==> config.mk <==
export PLATFORM = sky130hd
export DESIGN_NAME = infix_to_postfix_converter_unit_flat
export DESIGN_NICKNAME = d
export VERILOG_FILES = /design/src/rtl/itp_pkg.sv /design/src/rtl/itp_if.sv /design/src/rtl/itp_ram.sv /design/src/rtl/itp_front.sv /design/src/rtl/itp_back.sv /design/src/rtl/infix_to_postfix_converter_unit.sv /design/src/flat_wrapper.sv
export SDC_FILE = /design/constraint.sdc
export NUM_CORES = 1
export LEC_CHECK = 0
export ABC_AREA = 1
export BUFFER_PORTS_ARGS = -buffer_cell sky130_fd_sc_hd__clkbuf_2
export CORE_MARGIN = 5
export CORE_UTILIZATION = 45
export DETAILED_ROUTE_END_ITERATION = 6
export GPL_TIMING_DRIVEN = 0
export HOLD_SLACK_MARGIN = 0.03
export PLACE_DENSITY_LB_ADDON = 0.2
export REMOVE_ABC_BUFFERS = 1
export SLEW_MARGIN = 20
export SYNTH_ARGS = -nofsm -noshare
export SYNTH_HDL_FRONTEND = slang
export SYNTH_SLANG_ARGS = --single-unit
export TNS_END_PERCENT = 20
==> constraint.sdc <==
create_clock -name clk -period 4 [get_ports clk]
set_input_delay 0.4 -clock clk [delete_from_list [all_inputs] [get_ports clk]]
set_output_delay 0.4 -clock clk [all_outputs]
set_load 0.01 [all_outputs]
==> src/rtl/itp_pkg.sv <==
// Package for the infix-to-postfix converter: operator codes, item classes,
// back-end states, the queued item type and character decode functions.
// Depends on nothing.
`timescale 1ns / 1ps
`default_nettype none

package itp_pkg;

  localparam int unsigned STACK_DEPTH_DEF = 32;
  localparam int unsigned QUEUE_DEPTH     = 2;

  localparam logic [2:0] CODE_NONE  = 3'd0;
  localparam logic [2:0] CODE_POW   = 3'd1;
  localparam logic [2:0] CODE_MOD   = 3'd2;
  localparam logic [2:0] CODE_MUL   = 3'd3;
  localparam logic [2:0] CODE_DIV   = 3'd4;
  localparam logic [2:0] CODE_ADD   = 3'd5;
  localparam logic [2:0] CODE_SUB   = 3'd6;
  localparam logic [2:0] CODE_OPEN  = 3'd7;

  localparam logic [7:0] CHAR_CLOSE = 8'h29;

  localparam logic [1:0] STAT_OK        = 2'd0;
  localparam logic [1:0] STAT_OVERFLOW  = 2'd1;
  localparam logic [1:0] STAT_UNMATCHED = 2'd2;

  typedef enum logic [2:0] {
    CLS_NONE,
    CLS_ALNUM,
    CLS_OPER,
    CLS_OPEN,
    CLS_CLOSE
  } cls_t;

  typedef enum logic [1:0] {
    BK_IDLE,
    BK_MAIN,
    BK_FLUSH,
    BK_FIN
  } back_state_t;

  typedef struct packed {
    cls_t       cls;
    logic [2:0] code;
    logic [7:0] ch;
    logic       last;
  } item_t;

  function automatic logic [2:0] char_to_code(input logic [7:0] ch);
    logic [2:0] code;
    unique case (ch)
      8'h5e:   code = CODE_POW;
      8'h25:   code = CODE_MOD;
      8'h2a:   code = CODE_MUL;
      8'h2f:   code = CODE_DIV;
      8'h2b:   code = CODE_ADD;
      8'h2d:   code = CODE_SUB;
      8'h28:   code = CODE_OPEN;
      default: code = CODE_NONE;
    endcase
    return code;
  endfunction

  function automatic logic [7:0] code_to_char(input logic [2:0] code);
    logic [7:0] ch;
    unique case (code)
      CODE_POW:  ch = 8'h5e;
      CODE_MOD:  ch = 8'h25;
      CODE_MUL:  ch = 8'h2a;
      CODE_DIV:  ch = 8'h2f;
      CODE_ADD:  ch = 8'h2b;
      CODE_SUB:  ch = 8'h2d;
      CODE_OPEN: ch = 8'h28;
      default:   ch = 8'h00;
    endcase
    return ch;
  endfunction

  function automatic logic [1:0] code_prec(input logic [2:0] code);
    logic [1:0] prec;
    unique case (code)
      CODE_POW:                    prec = 2'd3;
      CODE_MOD, CODE_MUL, CODE_DIV: prec = 2'd2;
      CODE_ADD, CODE_SUB:          prec = 2'd1;
      default:                     prec = 2'd0;
    endcase
    return prec;
  endfunction

  function automatic logic is_alnum(input logic [7:0] ch);
    return ((ch >= 8'h41) && (ch <= 8'h5a)) || ((ch >= 8'h61) && (ch <= 8'h7a)) ||
           ((ch >= 8'h30) && (ch <= 8'h39));
  endfunction

endpackage

`default_nettype wire

==> src/rtl/itp_if.sv <==
// Valid/ready channel interfaces of the infix-to-postfix converter.
// Depends on nothing.
`timescale 1ns / 1ps
`default_nettype none

interface itp_in_if;
  logic       valid;
  logic       ready;
  logic [7:0] char_in;
  logic       expr_last;

  modport source (output valid, char_in, expr_last, input ready);
  modport sink (input valid, char_in, expr_last, output ready);
endinterface

interface itp_out_if;
  logic       valid;
  logic       ready;
  logic [7:0] char_out;
  logic       has_char;
  logic       run_last;
  logic       expr_end;
  logic [1:0] status;

  modport source (output valid, char_out, has_char, run_last, expr_end, status,
                  input ready);
  modport sink (input valid, char_out, has_char, run_last, expr_end, status,
                output ready);
endinterface

`default_nettype wire

==> src/rtl/itp_ram.sv <==
// Generic single-write, single-read RAM with a registered read port.
// Depends on nothing.
`timescale 1ns / 1ps
`default_nettype none

module itp_ram #(
  parameter int unsigned WIDTH = 3,
  parameter int unsigned DEPTH = 32,
  localparam int unsigned AW = (DEPTH > 1) ? $clog2(DEPTH) : 1
) (
  input  wire logic             clk,
  input  wire logic             we,
  input  wire logic [AW-1:0]    waddr,
  input  wire logic [WIDTH-1:0] wdata,
  input  wire logic [AW-1:0]    raddr,
  output logic      [WIDTH-1:0] rdata
);

  logic [WIDTH-1:0] mem_r [DEPTH];

  always_ff @(posedge clk) begin
    if (we) begin
      mem_r[waddr] <= wdata;
    end
    rdata <= mem_r[raddr];
  end

endmodule

`default_nettype wire

==> src/rtl/itp_front.sv <==
// Front end: accepts input items, classifies the character and queues the
// item for the back end. Depends on itp_pkg and itp_if.
`timescale 1ns / 1ps
`default_nettype none

module itp_front (
  input  wire logic          clk,
  input  wire logic          rst_n,
  itp_in_if.sink             in_ch,
  output logic               q_valid,
  output itp_pkg::item_t     q_item,
  input  wire logic          q_ready
);

  localparam int unsigned PW = $clog2(itp_pkg::QUEUE_DEPTH);
  localparam int unsigned CW = $clog2(itp_pkg::QUEUE_DEPTH + 1);

  itp_pkg::item_t mem_r [itp_pkg::QUEUE_DEPTH];
  logic [PW-1:0]  wptr_r, wptr_nxt;
  logic [PW-1:0]  rptr_r, rptr_nxt;
  logic [CW-1:0]  fill_r, fill_nxt;
  itp_pkg::item_t cls_item;
  logic           in_fire;
  logic           enq;
  logic           deq;

  always_comb begin
    cls_item.ch   = in_ch.char_in;
    cls_item.last = in_ch.expr_last;
    cls_item.code = itp_pkg::char_to_code(in_ch.char_in);
    if (itp_pkg::is_alnum(in_ch.char_in)) begin
      cls_item.cls = itp_pkg::CLS_ALNUM;
    end else if (in_ch.char_in == itp_pkg::CHAR_CLOSE) begin
      cls_item.cls = itp_pkg::CLS_CLOSE;
    end else if (cls_item.code == itp_pkg::CODE_OPEN) begin
      cls_item.cls = itp_pkg::CLS_OPEN;
    end else if (cls_item.code != itp_pkg::CODE_NONE) begin
      cls_item.cls = itp_pkg::CLS_OPER;
    end else begin
      cls_item.cls = itp_pkg::CLS_NONE;
    end
  end

  assign in_ch.ready = (fill_r != CW'(itp_pkg::QUEUE_DEPTH));
  assign in_fire     = in_ch.valid && in_ch.ready;
  // An ignored character that does not end the expression has no effect.
  assign enq         = in_fire && ((cls_item.cls != itp_pkg::CLS_NONE) || cls_item.last);
  assign q_valid     = (fill_r != '0);
  assign q_item      = mem_r[rptr_r];
  assign deq         = q_valid && q_ready;

  always_comb begin
    wptr_nxt = wptr_r;
    rptr_nxt = rptr_r;
    fill_nxt = fill_r;
    if (enq) begin
      wptr_nxt = (wptr_r == PW'(itp_pkg::QUEUE_DEPTH - 1)) ? '0 : wptr_r + PW'(1);
    end
    if (deq) begin
      rptr_nxt = (rptr_r == PW'(itp_pkg::QUEUE_DEPTH - 1)) ? '0 : rptr_r + PW'(1);
    end
    if (enq && !deq) begin
      fill_nxt = fill_r + CW'(1);
    end else if (!enq && deq) begin
      fill_nxt = fill_r - CW'(1);
    end
  end

  always_ff @(posedge clk) begin
    if (!rst_n) begin
      wptr_r <= '0;
      rptr_r <= '0;
      fill_r <= '0;
    end else begin
      wptr_r <= wptr_nxt;
      rptr_r <= rptr_nxt;
      fill_r <= fill_nxt;
    end
  end

  always_ff @(posedge clk) begin
    if (enq) begin
      mem_r[wptr_r] <= cls_item;
    end
  end

endmodule

`default_nettype wire

==> src/rtl/itp_back.sv <==
// Back end: operator stack sequencer that pops, pushes and emits postfix
// characters into the result register. Depends on itp_pkg, itp_if, itp_ram.
`timescale 1ns / 1ps
`default_nettype none

module itp_back #(
  parameter int unsigned STACK_DEPTH = itp_pkg::STACK_DEPTH_DEF
) (
  input  wire logic          clk,
  input  wire logic          rst_n,
  input  wire logic          q_valid,
  input  wire itp_pkg::item_t q_item,
  output logic               q_ready,
  itp_out_if.source          out_ch
);

  localparam int unsigned CW = $clog2(STACK_DEPTH + 1);
  localparam int unsigned AW = $clog2(STACK_DEPTH);

  itp_pkg::back_state_t state_r, state_nxt;
  itp_pkg::item_t       item_r;
  logic [1:0]           stat_r, stat_nxt;
  logic [CW-1:0]        cnt_r, cnt_nxt;
  logic [CW-1:0]        open_r, open_nxt;
  logic [2:0]           top_r, top_nxt;
  logic                 hold_v_r, hold_v_nxt;
  logic [7:0]           hold_ch_r, hold_ch_nxt;
  logic                 out_valid_r, out_valid_nxt;
  logic [7:0]           out_char_r, out_char_nxt;
  logic                 out_has_r, out_has_nxt;
  logic                 out_rlast_r, out_rlast_nxt;
  logic                 out_end_r, out_end_nxt;
  logic [1:0]           out_stat_r, out_stat_nxt;

  logic       out_free;
  logic       emit_room;
  logic       not_empty;
  logic       room;
  logic       want_gen;
  logic       gen;
  logic [7:0] gen_ch;
  logic       do_pop;
  logic       do_push;
  logic [2:0] push_code;
  logic       step_done;
  logic       flush_done;
  logic       fin_done;
  logic       load;
  logic       bare;
  logic [2:0] below;
  logic [AW-1:0] raddr;

  assign out_free  = !out_valid_r || out_ch.ready;
  assign emit_room = !hold_v_r || out_free;
  assign not_empty = (cnt_r != '0);
  assign room      = (cnt_r != CW'(STACK_DEPTH));
  assign bare      = item_r.last || (stat_r != itp_pkg::STAT_OK);

  always_comb begin
    if (state_r != itp_pkg::BK_FIN) begin
      fin_done = 1'b0;
    end else if (hold_v_r || bare) begin
      fin_done = out_free;
    end else begin
      fin_done = 1'b1;
    end
  end

  assign load    = q_valid && ((state_r == itp_pkg::BK_IDLE) || fin_done);
  assign q_ready = load;

  always_comb begin
    stat_nxt = stat_r;
    if (load) begin
      stat_nxt = itp_pkg::STAT_OK;
      if ((q_item.cls == itp_pkg::CLS_CLOSE) && (open_r == '0)) begin
        stat_nxt = itp_pkg::STAT_UNMATCHED;
      end else if ((cnt_r == CW'(STACK_DEPTH)) &&
                   ((q_item.cls == itp_pkg::CLS_OPEN) ||
                    ((q_item.cls == itp_pkg::CLS_OPER) &&
                     (itp_pkg::code_prec(top_r) < itp_pkg::code_prec(q_item.code))))) begin
        stat_nxt = itp_pkg::STAT_OVERFLOW;
      end
    end
  end

  // Stack actions of the current step.
  always_comb begin
    want_gen   = 1'b0;
    gen_ch     = itp_pkg::code_to_char(top_r);
    do_pop     = 1'b0;
    do_push    = 1'b0;
    push_code  = item_r.code;
    step_done  = 1'b0;
    flush_done = 1'b0;
    unique case (state_r)
      itp_pkg::BK_MAIN: begin
        unique case (item_r.cls)
          itp_pkg::CLS_ALNUM: begin
            want_gen  = 1'b1;
            gen_ch    = item_r.ch;
            step_done = emit_room;
          end
          itp_pkg::CLS_OPEN: begin
            push_code = itp_pkg::CODE_OPEN;
            do_push   = room;
            step_done = 1'b1;
          end
          itp_pkg::CLS_OPER: begin
            if (not_empty &&
                (itp_pkg::code_prec(top_r) >= itp_pkg::code_prec(item_r.code))) begin
              want_gen = 1'b1;
              do_pop   = emit_room;
            end else begin
              do_push   = room;
              step_done = 1'b1;
            end
          end
          itp_pkg::CLS_CLOSE: begin
            if (!not_empty) begin
              step_done = 1'b1;
            end else if (top_r == itp_pkg::CODE_OPEN) begin
              do_pop    = 1'b1;
              step_done = 1'b1;
            end else begin
              want_gen = 1'b1;
              do_pop   = emit_room;
            end
          end
          default: begin
            step_done = 1'b1;
          end
        endcase
      end
      itp_pkg::BK_FLUSH: begin
        if (not_empty) begin
          want_gen = 1'b1;
          do_pop   = emit_room;
        end else begin
          flush_done = 1'b1;
        end
      end
      default: begin
      end
    endcase
  end

  assign gen = want_gen && emit_room;

  always_comb begin
    state_nxt = state_r;
    unique case (state_r)
      itp_pkg::BK_IDLE: begin
        if (load) begin
          state_nxt = itp_pkg::BK_MAIN;
        end
      end
      itp_pkg::BK_MAIN: begin
        if (step_done) begin
          state_nxt = item_r.last ? itp_pkg::BK_FLUSH : itp_pkg::BK_FIN;
        end
      end
      itp_pkg::BK_FLUSH: begin
        if (flush_done) begin
          state_nxt = itp_pkg::BK_FIN;
        end
      end
      itp_pkg::BK_FIN: begin
        if (fin_done) begin
          state_nxt = load ? itp_pkg::BK_MAIN : itp_pkg::BK_IDLE;
        end
      end
      default: begin
        state_nxt = itp_pkg::BK_IDLE;
      end
    endcase
  end

  always_comb begin
    cnt_nxt  = cnt_r;
    open_nxt = open_r;
    top_nxt  = top_r;
    if (do_pop) begin
      cnt_nxt = cnt_r - CW'(1);
      top_nxt = below;
      if (top_r == itp_pkg::CODE_OPEN) begin
        open_nxt = open_r - CW'(1);
      end
    end else if (do_push) begin
      cnt_nxt = cnt_r + CW'(1);
      top_nxt = push_code;
      if (push_code == itp_pkg::CODE_OPEN) begin
        open_nxt = open_r + CW'(1);
      end
    end
  end

  // The read port always follows the entry just below the next top.
  assign raddr = (cnt_nxt >= CW'(2)) ? AW'(cnt_nxt - CW'(2)) : '0;

  always_comb begin
    hold_v_nxt    = hold_v_r;
    hold_ch_nxt   = hold_ch_r;
    out_valid_nxt = out_valid_r && !out_ch.ready;
    out_char_nxt  = out_char_r;
    out_has_nxt   = out_has_r;
    out_rlast_nxt = out_rlast_r;
    out_end_nxt   = out_end_r;
    out_stat_nxt  = out_stat_r;
    if (gen) begin
      hold_v_nxt  = 1'b1;
      hold_ch_nxt = gen_ch;
      if (hold_v_r) begin
        out_valid_nxt = 1'b1;
        out_char_nxt  = hold_ch_r;
        out_has_nxt   = 1'b1;
        out_rlast_nxt = 1'b0;
        out_end_nxt   = 1'b0;
        out_stat_nxt  = stat_r;
      end
    end
    if (fin_done && (hold_v_r || bare)) begin
      hold_v_nxt    = 1'b0;
      out_valid_nxt = 1'b1;
      out_char_nxt  = hold_v_r ? hold_ch_r : 8'h00;
      out_has_nxt   = hold_v_r;
      out_rlast_nxt = 1'b1;
      out_end_nxt   = item_r.last;
      out_stat_nxt  = stat_r;
    end
  end

  itp_ram #(
    .WIDTH (3),
    .DEPTH (STACK_DEPTH)
  ) u_stack (
    .clk   (clk),
    .we    (do_push),
    .waddr (AW'(cnt_r)),
    .wdata (push_code),
    .raddr (raddr),
    .rdata (below)
  );

  always_ff @(posedge clk) begin
    if (!rst_n) begin
      state_r     <= itp_pkg::BK_IDLE;
      cnt_r       <= '0;
      open_r      <= '0;
      hold_v_r    <= 1'b0;
      out_valid_r <= 1'b0;
    end else begin
      state_r     <= state_nxt;
      cnt_r       <= cnt_nxt;
      open_r      <= open_nxt;
      hold_v_r    <= hold_v_nxt;
      out_valid_r <= out_valid_nxt;
    end
  end

  always_ff @(posedge clk) begin
    if (load) begin
      item_r <= q_item;
    end
    stat_r      <= stat_nxt;
    top_r       <= top_nxt;
    hold_ch_r   <= hold_ch_nxt;
    out_char_r  <= out_char_nxt;
    out_has_r   <= out_has_nxt;
    out_rlast_r <= out_rlast_nxt;
    out_end_r   <= out_end_nxt;
    out_stat_r  <= out_stat_nxt;
  end

  assign out_ch.valid    = out_valid_r;
  assign out_ch.char_out = out_char_r;
  assign out_ch.has_char = out_has_r;
  assign out_ch.run_last = out_rlast_r;
  assign out_ch.expr_end = out_end_r;
  assign out_ch.status   = out_stat_r;

endmodule

`default_nettype wire

==> src/rtl/infix_to_postfix_converter_unit.sv <==
// Infix-to-postfix converter, top level: front end, item queue and stack
// back end. Depends on itp_pkg, itp_if, itp_front, itp_back, itp_ram.
//
// The in_chan channel takes one expression character per item, with
// expr_last set on the final character. The out_chan channel returns the
// postfix characters; run_last marks the last result of an input item,
// expr_end the last result of the expression, status the item's status.
// The front end classifies each character and queues it in a two-entry
// queue unless it is ignored and not expr_last, so input items are taken
// while the back end is still busy. The back end handles each item in its
// main and finish states, popping and emitting stack entries as needed;
// the matching '(' of a close parenthesis is dropped within its step, and
// an item with expr_last also passes through a flush state that pops and
// emits the rest of the stack. The single stack read port allows one pop
// per cycle while the receiver takes results; a stalled receiver holds the
// result register and the back end waits while the queue fills up.
// Reset empties the stack and the queue at once, not clearing stack memory.
`timescale 1ns / 1ps
`default_nettype none

module infix_to_postfix_converter_unit #(
  parameter int unsigned STACK_DEPTH = itp_pkg::STACK_DEPTH_DEF
) (
  input  wire logic clk,
  input  wire logic rst_n,
  itp_in_if.sink    in_chan,
  itp_out_if.source out_chan
);

  logic           q_valid;
  logic           q_ready;
  itp_pkg::item_t q_item;

  itp_front u_front (
    .clk     (clk),
    .rst_n   (rst_n),
    .in_ch   (in_chan),
    .q_valid (q_valid),
    .q_item  (q_item),
    .q_ready (q_ready)
  );

  itp_back #(
    .STACK_DEPTH (STACK_DEPTH)
  ) u_back (
    .clk     (clk),
    .rst_n   (rst_n),
    .q_valid (q_valid),
    .q_item  (q_item),
    .q_ready (q_ready),
    .out_ch  (out_chan)
  );

endmodule

`default_nettype wire
==> src/flat_wrapper.sv <==
// flat-port wrapper written by rule: the top's interface ports become plain ports
module infix_to_postfix_converter_unit_flat 
#(
  parameter int unsigned STACK_DEPTH = itp_pkg::STACK_DEPTH_DEF
)
  (clk, rst_n, in_chan_valid, in_chan_char_in, in_chan_expr_last, in_chan_ready, out_chan_valid, out_chan_char_out, out_chan_has_char, out_chan_run_last, out_chan_expr_end, out_chan_status, out_chan_ready);
  itp_in_if in_chan_i ();
  itp_out_if out_chan_i ();
  input  wire logic clk;
  input  wire logic rst_n;
  input wire logic [$bits(in_chan_i.valid)-1:0] in_chan_valid;
  input wire logic [$bits(in_chan_i.char_in)-1:0] in_chan_char_in;
  input wire logic [$bits(in_chan_i.expr_last)-1:0] in_chan_expr_last;
  output wire logic [$bits(in_chan_i.ready)-1:0] in_chan_ready;
  output wire logic [$bits(out_chan_i.valid)-1:0] out_chan_valid;
  output wire logic [$bits(out_chan_i.char_out)-1:0] out_chan_char_out;
  output wire logic [$bits(out_chan_i.has_char)-1:0] out_chan_has_char;
  output wire logic [$bits(out_chan_i.run_last)-1:0] out_chan_run_last;
  output wire logic [$bits(out_chan_i.expr_end)-1:0] out_chan_expr_end;
  output wire logic [$bits(out_chan_i.status)-1:0] out_chan_status;
  input wire logic [$bits(out_chan_i.ready)-1:0] out_chan_ready;
  assign in_chan_i.valid = in_chan_valid;
  assign in_chan_i.char_in = in_chan_char_in;
  assign in_chan_i.expr_last = in_chan_expr_last;
  assign in_chan_ready = in_chan_i.ready;
  assign out_chan_valid = out_chan_i.valid;
  assign out_chan_char_out = out_chan_i.char_out;
  assign out_chan_has_char = out_chan_i.has_char;
  assign out_chan_run_last = out_chan_i.run_last;
  assign out_chan_expr_end = out_chan_i.expr_end;
  assign out_chan_status = out_chan_i.status;
  assign out_chan_i.ready = out_chan_ready;
  infix_to_postfix_converter_unit #(.STACK_DEPTH(STACK_DEPTH)) u_core (.clk(clk), .rst_n(rst_n), .in_chan(in_chan_i), .out_chan(out_chan_i));
endmodule
# After elaboration in Yosys (flattened, before gate mapping)

Memory sizes are Yosys's and may differ from the RTL's. A register that Yosys moved wholly into a read port is not among the register bits.
Cells that the tools add are included.

Input port bits: 13
Output and inout port bits: 15
Register bits after elaboration: 61
Logic and storage cells: 230
Memory bits (writable): 126
Memories kept: 2

Memories:

| name                        | depth | width | read ports | clocked after Yosys merged registers in | wr ports | RTL line        | RTL |
|---|---|---|---|---|---|---|---|
| u_core.u_back.u_stack.mem_r | 32    | 3     | 1          | 1                                       | 1        | itp_ram.sv:19   | `logic [WIDTH-1:0] mem_r [DEPTH];` |
| u_core.u_front.mem_r        | 2     | 15    | 1          | 1                                       | 1        | itp_front.sv:18 | `itp_pkg::item_t mem_r [itp_pkg::QUEUE_DEPTH];` |

Reduce and logical (&&, ||, !) cells: 53
Bitwise operators: 1
Add/sub/neg operators: 9
Multiplexer cells: 88
Eq/ne operators: 48
Magnitude comparators: 9

Operators by type and width:

| cell                                                               | number |
|---|---|
| equality test 8 x 6 -> 1 bit (second input constant)               | 7 |
| case mux 7 bit (7 select lines)                                    | 1 |
| two-way mux 8 bit                                                  | 6 |
| equality test 3 bit (second input constant)                        | 14 |
| two-way mux 1 bit                                                  | 38 |
| two-way mux 2 bit                                                  | 19 |
| two-way mux 6 bit                                                  | 6 |
| equality test 3 x 2 -> 1 bit (second input constant)               | 10 |
| case mux 3 bit (7 select lines)                                    | 1 |
| two-way mux 3 bit                                                  | 6 |
| case mux 2 bit (3 select lines)                                    | 3 |
| greater-or-equal comparator 8 x 7 -> 1 bit (second input constant) | 2 |
| less-or-equal comparator 8 x 7 -> 1 bit (second input constant)    | 2 |
| logical AND 1 bit                                                  | 16 |
| nonzero test 2 bit                                                 | 7 |
| adder 6 x 1 -> 6 bit (second input constant)                       | 2 |
| equality test 3 x 1 -> 1 bit (second input constant)               | 4 |
| inequality test 2 bit (second input constant)                      | 6 |
| subtractor 6 x 1 -> 6 bit (second input constant)                  | 2 |
| logical OR 1 bit                                                   | 9 |
| OR reduction 3 bit                                                 | 3 |
| equality test 8 x 7 -> 1 bit (second input constant)               | 1 |
| greater-or-equal comparator 8 x 6 -> 1 bit (second input constant) | 1 |
| less-or-equal comparator 8 x 6 -> 1 bit (second input constant)    | 1 |
| other kinds (26)                                                   | 41 |

# Logic depth before layout (Yosys ltp)

Gate-level depths: netlist of the first run.

Depth in word-level cells: 14
Mapped depth: 28

# Modules after synthesis

From an unflattened synthesis of the first run, not the netlist that was laid out.

Cell total of the unflattened synthesis: 883
Area, all modules: 8,982.4 µm²

By module, submodules not included:

| module    | area each (µm²) | seq. area each (µm²) | times used | cells each |
|---|---|---|---|---|
| itp_ram   | 4,127.7         | 2,942.8              | 1          | 377 |
| itp_back  | 3,259.4         | 1,541.5              | 1          | 371 |
| itp_front | 1,595.3         | 1,001.0              | 1          | 135 |

# Worst setup path before layout of the first run

No wires, ideal clock.

Path kind: register to register
Start point: reg u_core.u_back.top_r[0]
End point: reg u_core.u_back.open_r[5]
Buffers on the path: 1
Stages on the path, launching flop included: 24
Clock period less this slack: 3.357 ns
Data arrival time: 3.237 ns
Path slack: 0.643 ns
Path through: edfxtp_1 > inv_1 > nand2_1 > o21ai_0 > inv_1 > ha_1 > nand2_1 > nand3_1 > nand3_1 > nand2_1 > nand2_1 > nand2_4 > nand2_4 > buf_2 > inv_1 > ha_1 > a21oi_1 > nand2_1 > a21o_1 > a21oi_1 > xnor2_1 > nor2_1 > o21ai_0 > a21oi_1

Cells in the longest elaborated chain, start to end: 12

Ends and longest elaborated chain:

| what                                                                                  | RTL line        | RTL |
|---|---|---|
| start, declared                                                                       | itp_back.sv:25  | `logic [2:0] top_r, top_nxt;` |
| start signal, assigned                                                                | itp_back.sv:266 | `top_r <= top_nxt;` |
| equality test 3 x 2 -> 1 bit / equality test 3 bit (equally long branches)            | itp_pkg.sv:81   | `unique case (code)` |
| OR reduction 3 bit / OR reduction 2 bit (equally long branches)                       | itp_pkg.sv:81   |  |
| case mux 2 bit (3 select lines)                                                       | itp_pkg.sv:81   |  |
| two-way mux 2 bit                                                                     | itp_back.sv:98  | `unique case (item_r.cls)` |
| two-way mux 2 bit                                                                     | itp_back.sv:96  | `unique case (state_r)` |
| greater-or-equal comparator 2 bit                                                     | itp_back.sv:111 | `(itp_pkg::code_prec(top_r) >= itp_pkg::code_prec(item_r.code))) begin` |
| logical AND 1 bit                                                                     | itp_back.sv:110 | `if (not_empty &&` |
| two-way mux 1 bit                                                                     | itp_back.sv:110 |  |
| case mux 1 bit (2 select lines)                                                       | itp_back.sv:98  |  |
| case mux 1 bit (2 select lines) / two-way mux 1 bit (equally long branches)           | itp_back.sv:96  |  |
| inequality test 2 x 1 -> 1 bit (no line) / nonzero test 2 bit (equally long branches) | -               |  |
| AND reduction 3 bit (no line)                                                         | -               |  |
| end signal, assigned                                                                  | itp_back.sv:255 | `open_r <= open_nxt;` |
| end, declared                                                                         | itp_back.sv:24  | `logic [CW-1:0] open_r, open_nxt;` |

Parallel ways exist; a longest one is shown, timed or not. The select of a mux whose other input is x is not followed.
A chain may end at the register's enable or synchronous reset.

# Worst setup path after layout of the first run

Start point: reg u_core.u_back.top_r[2]
End point: reg u_core.u_back.u_stack.rdata[0] (read register of u_core.u_back.u_stack.mem_r)

Cells in the longest elaborated chain, start to end: 14

Ends and longest elaborated chain:

| what                                                                                           | RTL line        | RTL |
|---|---|---|
| equality test 3 x 2 -> 1 bit / equality test 3 bit (equally long branches)                     | itp_pkg.sv:81   |  |
| OR reduction 3 bit / OR reduction 2 bit (equally long branches)                                | itp_pkg.sv:81   |  |
| case mux 2 bit (3 select lines)                                                                | itp_pkg.sv:81   |  |
| two-way mux 2 bit                                                                              | itp_back.sv:98  |  |
| two-way mux 2 bit                                                                              | itp_back.sv:96  |  |
| greater-or-equal comparator 2 bit                                                              | itp_back.sv:111 |  |
| logical AND 1 bit                                                                              | itp_back.sv:110 |  |
| two-way mux 1 bit                                                                              | itp_back.sv:110 |  |
| case mux 1 bit (2 select lines)                                                                | itp_back.sv:98  |  |
| two-way mux 1 bit                                                                              | itp_back.sv:96  |  |
| two-way mux 6 bit                                                                              | itp_back.sv:189 | `end else if (do_push) begin` |
| two-way mux 6 bit (*)                                                                          | itp_back.sv:183 | `if (do_pop) begin` |
| subtractor 5 x 2 -> 5 bit / greater-or-equal comparator 6 x 2 -> 1 bit (equally long branches) | itp_back.sv:199 | `assign raddr = (cnt_nxt >= CW'(2)) ? AW'(cnt_nxt - CW'(2)) : '0;` |
| two-way mux 5 bit (*)                                                                          | itp_back.sv:199 |  |
| end, declared                                                                                  | itp_ram.sv:16   | `output logic [WIDTH-1:0] rdata` |

Mark *: on every way between the ends. The rest lies on a longest branch, timed or not. The select of a mux whose other input is x is not followed.

==> results.md, run 1 <==
* **status** completed
* **CP Max Fanout** 41
* **DR WL/cell** 15.4 um
* **type of element launching the critical path** register
* **largest net degree at the start of global routing** 41
* **share of cells above drive strength 1** 12.8%
* **critical path endpoint category** register
* **global-route wire length before repair** 31200 um
* **final cell count without fillers** 1269
* **cell count after synthesis** 953
* **cts-stage hold buffer count** 0
* **share of the synthesized area in the top cell type** 53.8%
* **peak supply drop** 519 uV
* **vias** 6409
* **leading cell types in the layout, fill and taps excluded** 178 x nand2_1, 166 x edfxtp_1, 136 x inv_1
* **Final Hold Vio Count** 0
* **CP max stage cell** edfxtp_1
* **clock tree from TritonCTS** yes
* **number of top-level design ports** 28
* **final weighted congestion in routability-driven placement** 0.817
* **sum of overflow across all layers after global routing** 0
* **flip-flop and latch count after synthesis** 191
* **accumulated negative setup slack** 0 ns
* **Detailed Route Iter0 Violations** 447
* **Total Nets Final** 1017
* **antenna diode count** 0
* **cell repeated most along the worst path** nand2_1
* **Detailed Route WL** 19600 um
* **DR pass1 iterations** 5
* **number of distinct library cells after synthesis** 46
* **Arrival @ worst endpoint** 4.05 ns
* **worst hold start** in_chan_expr_last
* **type of the tightest min-delay check** in2reg
* **most frequent standard cell in the layout excluding fill and tap cells** nand2_1
* **clock buffer count from CTS** 17
* **pin slew with the least headroom to its limit** 0.855 ns
* **clock insertion delay at the later pin of the skew report** 0.43 ns
* **max-slew violation count** 0
* **number of design rule violations left after detail routing** 0
* **area grow syn2layout** 12.1%
* **CTS Sinks** 191
* **relative slew slack** 42.9%
* **Clock transition at path regs** 0.07 ns
* **required arrival time at the worst endpoint** 4.32 ns
* **source of the critical timing path** u_core.u_back.top_r[2]
* **Post-Route Hold Slack** 0.178 ns
* **antenna-violating nets left** 0
* **CTS root buf** clkbuf_16
* **number of vias per cell after detailed routing** 5.05
* **pre-CTS setup slack** -0.334 ns
* **post-synth design cell area** 0.00927 mm^2
* **All-Layer GR Usage** 16.6%
* **leakage power total** 0.00431 uW
* **cell type with the highest aggregate area in the netlist** edfxtp_1
* **starting density of the core** 45.8%
* **number of buffers and inverters on the critical path** 3
* **die extent in x** 154 um
* **Top Family by Delay on Critical Path** simple AND/OR/NAND/NOR gates
* **Yosys Warn Count** 0
* **setup slack of the critical path after layout** 0.269 ns
* **CTS HTree Levels** 4
* **via count of the first global-routing pass** 6006
* **post-route clock skew** 0.0103 ns
* **power per unit of standard cell area** 745 mW/mm^2
* **share of the clock period used by the worst path** 93.3%
* **Synth area leaders** edfxtp_1 54%, nand2_1 7.4%, inv_1 5.7%, dfxtp_1 5.4%, nand3_1 5.3%
* **die height** 154 um
* **final setup fails** 0
* **Core Footprint** 0.0202 mm^2
* **area of the die** 0.0236 mm^2
* **Peak Freq** 0.268 GHz
* **Crit path largest cell delay** 0.45 ns
* **worst r2r src** u_core.u_back.top_r[2]
* **Maximum Capacitance Violations** 0
* **maximum buffer depth of the clock tree** 2
* **proportion of synthesized chip area in sequential cells** 59.2%
* **DPL Wire Length** 12700 um
* **syn_area_per_cell** 9.72 um^2
* **Fillers** 1824
* **count of buffers inserted at the top-level ports** 27
* **shortest clock period the worst path allows after layout** 3.73 ns
* **number of antenna violations at the first check in global routing** 0
* **number of rows created at floorplan** 52
* **number of placed instances, taps included** 1221
* **critical path class** reg2reg
[metal layers]
metal	wire length [um]	vias to the layer above	track usage (%)	part of all wire, %
met5	0	-	0	0
met4	255	0	4.54	1.3
met3	764	14	3.29	3.9
met2	9270	126	26.8	47
met1	9280	3038	23.0	47
li1	-	3231	-	-
[report_power, final]
group / switching (uW) / leakage [uW] / total [uW] / internal [uW]
Sequential: 149 / 0.00171 / 2750 / 2600
Clock: 725 / 0.000266 / 1610 / 884
Combinational: 2410 / 0.00233 / 3380 / 961
Total: 3290 / 0.00431 / 7740 / 4450
[worst paths after layout]
check                                                 endpoint  slack, ns  depth (start not counted)
worst max register to register  u_core.u_back.u_stack.rdata[0]       0.27                         25
worst min register to register   u_core.u_back.out_ch.run_last       0.45                          2
worst max-delay path            u_core.u_back.u_stack.rdata[0]       0.27                         25
worst min-delay path                u_core.u_front.mem_r[0][0]       0.18                          1
[worst register-to-register path, cell delays in order (launching register included)]
cell and delay [ns]:
edfxtp_1 0.45, inv_2 0.12, nand2_1 0.10, o21ai_0 0.18, inv_1 0.10, ha_1 0.32, nand2_1 0.07, nand3_1 0.14
nand3_1 0.19, nand2_4 0.15, inv_2 0.14, nand2_1 0.06, nand2_1 0.05, nand2_1 0.06, nand2_2 0.10, nand2_2 0.08
nor2_4 0.15, nand2_8 0.24, nand2_4 0.33, nand2_1 0.11, nand2_1 0.09, nand3_1 0.08, nand3_1 0.14, nand2_1 0.06
nand2_1 0.05, nand2_1 0.04
[registers in the layout, summed over array words and instances (netlist names), 2 cells and up, named ones only]
signal and cells:
u_core.u_back.u_stack.mem_r 96, u_core.u_back.open_r 6, u_core.u_back.out_ch.char_out 8, u_core.u_back.top_r 3, u_core.u_back.cnt_r 6, u_core.u_back.out_ch.status 2, u_core.u_back.hold_ch_r 8, u_core.u_back.stat_r 2
u_core.u_back.item_r 15, u_core.u_back.u_stack.rdata 3, u_core.u_front.mem_r 30, u_core.u_front.fill_r 2, u_core.u_back.state_r 2
[kinds of logic (layout without fill, tap and decap cells)]
kind of cell    after synthesis  count (layout)  synth area share, %
simple gates                450             453                 22.4
flops                       191             191                 59.2
buf+inv                     177             220                 7.93
compound gates               99              99                 6.25
fa+ha+maj                    18              18                 2.51
xor+xnor                     16              16                 1.51
mux                           2               2                0.230
[stage by stage]
step                power (uW)  utilization [%]  area (um^2)
floorplan                 4910                -         9080
detailed placement        5940             47.5         9610
global placement          5860             47.2         9550
finish                    7740             51.3        10400
CTS                       7620             50.5        10200
global route              8290             51.3        10400
[timing repair]
item	CTS	global route
pin swaps	0	2
resized for setup	5	12
gates cloned	0	3
endpoints found under the setup margin	3	4
setup buffers	1	12
[final cells by class]
| cell class | count | area (um^2) | area share [%] |
|---|---|---|---|
| clock buffer | 21 | 450 | 4.34 |
| clock inverter | 11 | 109 | 1.05 |
| inverter | 146 | 564 | 5.43 |
| multi-input combinational | 588 | 3180 | 30.6 |
| sequential | 191 | 5490 | 52.8 |
| tap | 270 | 338 | 3.25 |
| timing repair buffer | 42 | 264 | 2.54 |
[synth_stat cells (all sizes together)]
master and number:
nor3 9, clkbuf 5, inv 146, nand2 196
fa 1, xor2 10, o211ai 13, xnor2 6
a21o 1, or2 4, ha 17, a22oi 1
nand4 1, a211o 2, nor4 2, nand3b 23
o21ai 34, o2111ai 1, a211oi 2, dfxtp 25
o21a 1, a31oi 3, a221oi 1, nand3 100
o31ai 1, o22ai 1, buf 26, mux2i 1
a21oi 37, mux2 1, nor2 114, nor4b 1
edfxtp 166, o211a 1
No activity file was read; power rests on OpenSTA's default activity.
==> inputs of run 2 (changes only) <==
Settings changed: ABC_AREA 1 to default.
==> run 2 against run 1 <==
Compared with the run above:
- the run now ends with setup timing left
- fmax shrank 9.3%
- hold slack improved by 0.0011 ns
- via count shrank 7.4%
- critical path type unchanged
==> results.md, run 2 <==
* **status** finished, violations left
* **violations in the final reports** setup timing
* **area of the die** 0.0224 mm^2
* **relative slew slack** 28.3%
* **worst hold path cell count** 1
* **clock buffer count from CTS** 17
* **Detailed Route Iter0 Violations** 553
* **pin slew with the least headroom to its limit** 1.07 ns
* **area of the multi-input gates** 0.00329 mm^2
* **CTS HTree Levels** 4
* **Core Footprint** 0.0193 mm^2
* **accumulated negative setup slack** -0.288 ns
* **end of the worst hold path** u_core.u_front.mem_r[0][0]
* **clock insertion delay at the later pin of the skew report** 0.44 ns
* **largest registers ranked by flip-flop count** u_core.u_back.u_stack.mem_r x96, u_core.u_front.mem_r x30, u_core.u_back.item_r x15
* **flip-flop and latch count after synthesis** 191
* **CTS root buf** clkbuf_16
* **proportion of synthesized chip area in sequential cells** 62.5%
* **Peak Freq** 0.243 GHz
* **internal power contribution** 4060 uW
* **shortest clock period the worst path allows after layout** 4.11 ns
* **via count of the first global-routing pass** 5980
* **depth of the worst register-to-register path** 15
* **peak supply drop** 345 uV
* **Fillers** 1618
* **CP Max Fanout** 6
* **R2R Setup Slk** -0.11 ns
* **commonest register cell after synthesis** edfxtp_1
* **die height** 150 um
* **sequential group share of total power** 43.6%
* **critical path endpoint category** register
* **CTS Sinks** 191
* **die extent in x** 150 um
* **Final Hold Vio Count** 0
* **area grow syn2layout** 16.9%
* **Detailed Route WL** 20000 um
* **DR WL/cell** 19.0 um
* **Comb power frac** 29.2%
* **All-Layer GR Usage** 18.6%
* **critical path class** reg2reg
* **share of the synthesized area in the top cell type** 56.8%
* **starting density of the core** 45.4%
* **worst r2r src** u_core.u_back.top_r[1]
* **clock tree from TritonCTS** yes
* **max-slew violation count** 0
* **setup slack of the critical path after layout** -0.112 ns
* **Clock transition at path regs** 0.08 ns
* **worst hold start** in_chan_expr_last
* **global-route wire length before repair** 32000 um
* **Clock power frac** 27.2%
* **largest net degree at the start of global routing** 33
* **flip-flop count of the largest register, all copies and words added** 96
* **antenna diode count** 0
* **Total Nets Final** 804
* **number of vias per cell after detailed routing** 5.65
* **syn_area_per_cell** 12.2 um^2
* **switching power share of the total** 32.9%
* **maximum buffer depth of the clock tree** 2
* **power per unit of standard cell area** 590 mW/mm^2
* **final setup fails** 3
* **number of design rule violations left after detail routing** 0
* **number of distinct library cells after synthesis** 76
* **cell type with the highest aggregate area in the netlist** edfxtp_1
* **Maximum Capacitance Violations** 0
* **unrepaired setup endpoints after global routing** true
* **DR pass1 iterations** 6
* **antenna-violating nets left** 0
* **post-route clock skew** 0.0125 ns
* **count of buffers inserted at the top-level ports** 27
* **Post-Route Hold Slack** 0.179 ns
* **required arrival time at the worst endpoint** 4.32 ns
* **share of the clock period used by the worst path** 103%
* **leakage power total** 0.00364 uW
* **number of antenna violations at the first check in global routing** 0
* **commonest cells in the synthesized netlist** 166 x edfxtp_1, 80 x nor2_1, 71 x nand2_1
* **final weighted congestion in routability-driven placement** 0.888
* **leading cell types in the layout, fill and taps excluded** 166 x edfxtp_1, 77 x nor2_1, 70 x nand2_1
* **vias** 5936
* **number of top-level design ports** 28
* **Yosys Warn Count** 0
* **most frequent standard cell in the layout excluding fill and tap cells** edfxtp_1
* **cell count after synthesis** 717
* **flip-flop and latch area** 0.00549 mm^2
* **Synth area leaders** edfxtp_1 57%, dfxtp_1 5.7%, nor2_1 3.4%, nand2_1 3.0%, ha_1 2.4%
* **Reg with most FFs** u_core.u_back.u_stack.mem_r
* **share of cells above drive strength 1** 20.4%
* **number of synthesized flops with an enable pin** 166
* **type of the tightest min-delay check** in2reg
* **fraction of synthesis flops using an asynchronous set or reset pin** 0%
* **type of element launching the critical path** register
* **DPL Wire Length** 12700 um
* **cell with the most instances after synthesis** edfxtp_1
* **net switching power** 2000 uW
* **destination of the worst register-to-register timing path** u_core.u_back.u_stack.rdata[0]
* **number of rows created at floorplan** 51
* **Arrival @ worst endpoint** 4.43 ns
* **sum of overflow across all layers after global routing** 0
* **post-synth design cell area** 0.00878 mm^2
run 2: per-stage QoR:
| stage | instances | total power, uW | area, um^2 | worst slack (ns) | util (%) |
|---|---|---|---|---|---|
| 4_1_cts | 1049 | 6040 | 10200 | -0.0569 | 52.7 |
| 5_1_grt | 1051 | 6360 | 10300 | -0.216 | 53.1 |
| 2_1_floorplan | 691 | 3680 | 8660 | -0.728 | - |
| 6_report | 1051 | 6060 | 10300 | -0.112 | 53.1 |
| 3_3_place_gp | 983 | 4140 | 9130 | -1.85 | 47.2 |
| 3_5_place_dp | 987 | 4230 | 9210 | -1.85 | 47.6 |
run 2: per-layer routing:
| metal | part of all wire (%) | vias up | track usage [%] |
|---|---|---|---|
| li1 | - | 2785 | - |
| met1 | 44 | 2905 | 25.1 |
| met2 | 48 | 214 | 29.9 |
| met3 | 6.1 | 32 | 4.39 |
| met4 | 1.8 | 0 | 5.90 |
| met5 | 0 | - | 0 |
run 2: how the worst max path moves through the flow:
stage,from,end,cells past startpoint
after floorplan,u_core.u_back.top_r[0],u_core.u_back.u_stack.rdata[0],14
after detailed placement,u_core.u_back.top_r[0],u_core.u_back.u_stack.rdata[2],14
after global routing,u_core.u_back.cnt_r[1],u_core.u_back.u_stack.rdata[1],12
after CTS,u_core.u_back.top_r[1],u_core.u_back.u_stack.rdata[2],15
final,u_core.u_back.top_r[1],u_core.u_back.u_stack.rdata[0],15
after global placement,u_core.u_back.top_r[0],u_core.u_back.u_stack.rdata[1],10
run 2: power groups by stage:
| stage | clock network [uW] | logic [uW] | registers (uW) |
|---|---|---|---|
| after floorplan | 0 | 1050 | 2640 |
| after global placement | 0 | 1460 | 2680 |
| after detailed placement | 0 | 1550 | 2680 |
| after CTS | 1680 | 1730 | 2630 |
| after global routing | 1760 | 1940 | 2660 |
| final | 1650 | 1770 | 2640 |
run 2: area by class of cell:
cell class | instances | share of cell area (%)
Timing Repair Buffer | 59 | 4.27
Tap cell | 265 | 3.23
Inverter | 31 | 1.23
Clock buffer | 17 | 4.14
Timing Repair inverter | 2 | 0.146
Sequential cell | 191 | 53.4
Multi-Input combinational cell | 471 | 32.1
Clock inverter | 15 | 1.47
run 2: worst max-delay path, stage by stage, from the launching register on:
cell and delay, ns:
edfxtp_1 0.46, nand2_1 0.11, mux2_4 0.31, ha_4 0.24, or3b_4 0.40, nand4_1 0.17, a211o_4 0.23, mux2_4 0.35
xnor2_4 0.19, inv_4 0.07, buf_4 0.15, nand4_2 0.21, a31oi_1 0.13, or3_1 0.41, a221o_1 0.36, and4b_1 0.22
run 2: what timing repair did:
item	CTS	global route
pin swaps	13	8
setup buffers	26	2
hold endpoints to repair	0	0
hold buffers	0	0
endpoints found under the setup margin	4	4
resized for setup	30	18
cloned	4	0
run 2: logic make-up after synthesis:
| family | Yosys count | share of synthesized area (%) |
|---|---|---|
| buf+inv | 57 | 2.69 |
| flops | 191 | 62.5 |
| simple gates | 259 | 14.5 |
| compound gates | 135 | 10.0 |
| xor+xnor | 20 | 2.29 |
| fa+ha+maj | 18 | 2.65 |
| mux | 37 | 5.34 |
